**src/mi3_pkg.sv**
```systemverilog
// shared widths, types and register codes for the 3x3 matrix inverse
package mi3_pkg;

   localparam int ELEM_BITS = 32;
   localparam int FRAC_BITS = 16;
   localparam int THR_BITS  = 31;

   localparam int PROD_BITS     = 2 * ELEM_BITS;
   localparam int COF_BITS      = 2 * ELEM_BITS + 1;
   localparam int CMAG_BITS     = 2 * ELEM_BITS;
   localparam int DET_BITS      = 3 * ELEM_BITS + 1;
   localparam int DMAG_BITS     = 3 * ELEM_BITS;
   localparam int QUO_BITS      = ELEM_BITS + 1;
   localparam int REM_BITS      = DMAG_BITS + 1;
   localparam int NUM_BITS      = CMAG_BITS + 2 * FRAC_BITS;
   localparam int DIV_CMP_BITS  = NUM_BITS + REM_BITS;
   localparam int SING_CMP_BITS = DMAG_BITS + THR_BITS + 2 * FRAC_BITS;

   localparam int QUEUE_DEPTH = 2;
   localparam int QUEUE_AW    = 1;

   localparam int CSR_AW        = 3;
   localparam int CSR_DATA_BITS = 32;
   localparam logic REG_THRESHOLD = 1'b0;
   localparam logic [THR_BITS-1:0] THR_RESET = THR_BITS'(1);

   typedef logic [ELEM_BITS-1:0] elem_type;
   typedef elem_type [8:0] mat_type;

   typedef struct packed {
      logic [CMAG_BITS-1:0] cmag;
      logic                 neg;
   } cls_lane_type;

   typedef struct packed {
      cls_lane_type [8:0]   lane;
      logic [DMAG_BITS-1:0] dmag;
      logic                 sing;
   } cls_item_type;

   typedef struct packed {
      logic [REM_BITS-1:0] rem;
      logic [QUO_BITS-1:0] quo;
      logic [QUO_BITS-1:0] nbits;
      logic                big;
      logic                neg;
   } dlane_type;

   typedef struct packed {
      dlane_type [8:0]      lane;
      logic [DMAG_BITS-1:0] dmag;
      logic                 sing;
   } dstage_type;

endpackage

```
**src/mi3_queue.sv**
```systemverilog
// short fifo between the classification front and the divider back
module mi3_queue import mi3_pkg::*; (
   input  logic         clock,
   input  logic         reset,
   input  logic         push_valid,
   output logic         push_ready,
   input  cls_item_type push_item,
   output logic         pop_valid,
   input  logic         pop_ready,
   output cls_item_type pop_item
);

   cls_item_type          mem_ff [QUEUE_DEPTH];
   logic [QUEUE_AW-1:0]   wr_ptr_ff;
   logic [QUEUE_AW-1:0]   rd_ptr_ff;
   logic [QUEUE_AW:0]     cnt_ff;
   logic                  push;
   logic                  pop;

   assign push_ready = (cnt_ff != (QUEUE_AW+1)'(QUEUE_DEPTH));
   assign pop_valid  = (cnt_ff != '0);
   assign pop_item   = mem_ff[rd_ptr_ff];
   assign push       = push_valid && push_ready;
   assign pop        = pop_valid && pop_ready;

   always_ff @(posedge clock) begin
      if (reset) begin
         wr_ptr_ff <= '0;
         rd_ptr_ff <= '0;
         cnt_ff    <= '0;
      end else begin
         if (push) wr_ptr_ff <= wr_ptr_ff + 1'b1;
         if (pop)  rd_ptr_ff <= rd_ptr_ff + 1'b1;
         unique case ({push, pop})
            2'b10:   cnt_ff <= cnt_ff + 1'b1;
            2'b01:   cnt_ff <= cnt_ff - 1'b1;
            default: cnt_ff <= cnt_ff;
         endcase
      end
   end

   always_ff @(posedge clock) begin
      if (push) mem_ff[wr_ptr_ff] <= push_item;
   end

endmodule

```
**config.mk**
```make
export PLATFORM = sky130hd
export DESIGN_NAME = mi3_queue
export DESIGN_NICKNAME = d
export VERILOG_FILES = /design/src/mi3_pkg.sv /design/src/mi3_queue.sv
export SDC_FILE = /design/constraint.sdc
export NUM_CORES = 1
export LEC_CHECK = 0
export ABC_AREA = 0
export CAP_MARGIN = 20
export CELL_PAD_IN_SITES_DETAIL_PLACEMENT = 2
export CELL_PAD_IN_SITES_GLOBAL_PLACEMENT = 2
export CORE_AREA = 2 2 537 539
export DETAILED_ROUTE_END_ITERATION = 10
export DIE_AREA = 0 0 539 541
export DONT_BUFFER_PORTS = 1
export PLACE_DENSITY_LB_ADDON = 0.1
export SETUP_SLACK_MARGIN = 0.5
export SLEW_MARGIN = 5
export SYNTH_ARGS = -nofsm -noshare
export SYNTH_HDL_FRONTEND = slang
export SYNTH_SLANG_ARGS = --single-unit
```
**constraint.sdc**
```tcl
create_clock -name clock -period 21.3 [get_ports clock]
set_clock_uncertainty 0.05 [all_clocks]
set_input_delay 4.26 -clock clock [delete_from_list [all_inputs] [get_ports clock]]
set_output_delay 4.26 -clock clock [all_outputs]
set_load 0.1 [all_outputs]
```
# Word-level counts from Yosys, hierarchy flattened
# Memories as Yosys holds them, arrays and structs flattened. A register that Yosys moved wholly into a read port is not among the register bits.
# Index checks and enable logic that the tools add are counted.
[totals]
reg_bits = 4
inputBits = 686
n_memories = 1
mem_bits_rw = 1364
out_inout_bits = 684
elab_cells = 20
[classes]
n_addsub = 4
muxes = 5
eq_ne = 3
n_reduce_logical = 4
[memory_table]
columns = ["memory", "depth", "word_bits", "rd", "rd_ports_with_merged_regs", "wr", "line_no", "rtl"]
rows = [
  ["mem_ff", 2, 682, 1, 1, 1, "mi3_queue.sv:13", "cls_item_type mem_ff [QUEUE_DEPTH];"],
]
[ops]
columns = ["operator", "n"]
rows = [
  ["$mux 1", 4],
  ["$pmux 2 s2", 1],
  ["$reduce_bool 2->1", 2],
  ["$add 1x1->1 const B", 2],
  ["$add 2x1->2 const B", 1],
  ["$eq 2x1->1 const B", 1],
  ["$eq 2x2->1 const B", 1],
  ["$logic_and 1x1->1", 2],
  ["$ne 2x2->1 const B", 1],
  ["$sub 2x1->2 const B", 1],
]

# Depth between registers and ports, before layout
[depth]
ltp_word = 4
ltp_mapped = 6
ltp_nobuf = 6

# Least setup slack after synthesis
# OpenSTA, ideal clock, no wires.
[synth_timing]
path_kind = "input -> register"
start = "in push_valid"
end = "mem mem_ff[1][0] (netlist bit), enable pin"
slack_ps = 367
required_time_ps = 20107
arrival_time_ps = 19740
stages = 1
setup_ps = 1143
n_path_buf = 0
cell_sequence = "and3_1"
[synth_via]
elab_chain_len = 3
[synth_lines]
columns = ["element", "line_no", "rtl"]
rows = [
  ["start: declaration", "mi3_queue.sv:5", "input logic push_valid,"],
  ["$logic_and 1x1->1", "mi3_queue.sv:23", "assign push = push_valid && push_ready;"],
  ["$mux 1", "mi3_queue.sv:43", "if (push) mem_ff[wr_ptr_ff] <= push_item;"],
  ["$mux 1 (not written as such)", "mi3_queue.sv:43", ""],
  ["end: declaration", "mi3_queue.sv:13", ""],
]
# Every way passes these cells.

==> run summary <==
CTS Buffer Depth - 4
minimum clock period - 9.94 ns
die extent in x - 539 um
GR Util met2 - 0.211
total track usage - 0.118
worst path required time - 16.99 ns
io pins - 1,370
Yosys cell types - 19
number of port buffers - 0
Final setup viols - 0
DP Worst Slack - 12.07 ns
Root Buffer - clkbuf_16
CTS sink count - 1,369
Hold Slack - 0.475 ns
initial core utilization - 0.174
Synth Register Bits - 1,369
die height - 541 um
initial antenna violation count - 105
met3 Use GR - 0.0939
CTS tree - done
status - finished, final reports clean
WP data arrival - 5.63 ns
area of the mapped netlist - 49,700 um^2
register area - 41,100 um^2
die area - 292,000 um^2
Design Area, Final - 59,400 um^2
worst min path class - flop to flop
Clock Latency Late Sink - 0.80 ns
H-tree depth - 4
syn avg cell area - 23.2 um^2
nets - 2,961
final worst path period share - 0.467
CP startpoint kind - flop
CP Max Fanout - 81
Fill cells - 30,400
Syn Inst Count - 2,146
Rows - 197
GRT overflow - 0
RSZ-0062 raised after global routing - false
CTS buffer count - 176
DR iter-0 viols - 1,263
Min-Delay Startpoint - cnt_ff[1]
most common cell after layout, fill and taps aside - edfxtp_1
grt met1 use - 0.0996
final worst slack - 11.36 ns
syn_nets - 2,833
cts repair resizes - 0
first-pass GRT wire length - 235,000 um
Vias per Instance - 3.49
routed len/inst - 28.6 um
post-CTS setup buffers - 0
Slew @ Worst Pin - 1.16 ns
max-cap violations - 0
slew margin rel. - 0.229
drt first pass iters - 4
multi-input logic area - 7800 um^2
gpl congestion - 0.816
most frequent cells in the layout - 1,364 x edfxtp_1, 682 x mux2_2, 179 x clkbuf_16, 42 x clkinv_1, 30 x clkinv_2
setup_tns - 0 ns
Area after DPL - 53,900 um^2
DR vias - 21,800
max-slew violation count - 0
vias in the first global route - 24,100
Seq/Total Area, Yosys - 0.826
largest net degree at the start of global routing - 137
f_max - 101 MHz
CTS Hold Bufs - 0
area of the core - 286,000 um^2
DP Wirelength - 133,000 um
endpoint class of the critical path - output pin
Area growth, synth to finish - 19.5%
Residual DRC - 0
r2r startpoint - cnt_ff[0]
layout cells sized above 1 - 0.395
Final Hold Viols - 0
Ys Warns - 0
DRT Wirelength - 178,000 um
critical path class - flop to output pin
Post-DRT Antenna Nets - 0
busiest grt layer - met2
clock-pin transition on the worst setup and hold timing paths - 0.06 ns
area by class of cell:
type | instances | area share
Antenna cell | 55 | 0.00232
Clock inverter | 97 | 0.0140
Multi-Input combinational cell | 700 | 0.131
Timing Repair Buffer | 26 | 0.00455
Tap cell | 3781 | 0.0796
Clock buffer | 206 | 0.0771
Sequential cell | 1369 | 0.691
Inverter | 1 | 0.000189
state kept, by name, summed over array words and instances (netlist names), named ones only:
name and flops:
cnt_ff 2, wr_ptr_ff 1, mem_ff 1364, rd_ptr_ff 1
worst max-delay path, stage by stage, from the launching register on:
cell	delay (ns)
dfxtp_4	0.74
buf_4	0.69
buf_4	0.83
buf_4	0.67
buf_4	0.85
mux2_2	0.68
per-layer routing:
layer	vias to the layer above	routed length, um
met5	-	735
met4	106	4530
met3	371	30200
met2	1201	91700
met1	11100	51100
li1	8955	-
logic make-up after synthesis:
kind of cell	after synthesis	synth area share
AO/OA/AOI/OAI	5	0.000654
flip-flops	1369	0.826
adder cells (fa/ha/maj)	1	0.000252
buffers and inverters	77	0.0173
XOR/XNOR	3	0.000529
multiplexers	682	0.154
AND/OR/NAND/NOR	9	0.000957
path summary, 6_finish.rpt:
path                          to  slack (ns)  cells after the start
setup / recovery   pop_item[435]       11.36                      5
hold reg to reg        cnt_ff[1]        0.48                      2
setup reg to reg  mem_ff[0][235]       16.31                      7
hold / removal         cnt_ff[1]        0.48                      2
synthesized netlist by cell type, drive strengths merged:
cell type,count,area [um^2]
and3,1,6.26
or3,1,6.26
inv,1,3.75
nand2,1,3.75
nor2,3,11.3
xnor2,2,17.5
a21oi,2,10.0
xor2,1,8.76
o21ai,1,5.00
mux2,682,7680
ha,1,12.5
or2,1,6.26
buf,76,856
edfxtp,1364,41000
a21bo,1,10.0
nand2b,1,6.26
o21a,1,7.51
dfxtp,5,100
nand3b,1,7.51
per-stage QoR:
step,util,std cells
after global routing,0.207,6184
after CTS,0.207,6180
after floorplan,-,2146
after detailed placement,0.188,5877
final,0.207,6235
after global placement,0.188,5877
Power is not shown: default switching activity piles up to over one toggle a cycle in this logic, so the estimate is an artifact.
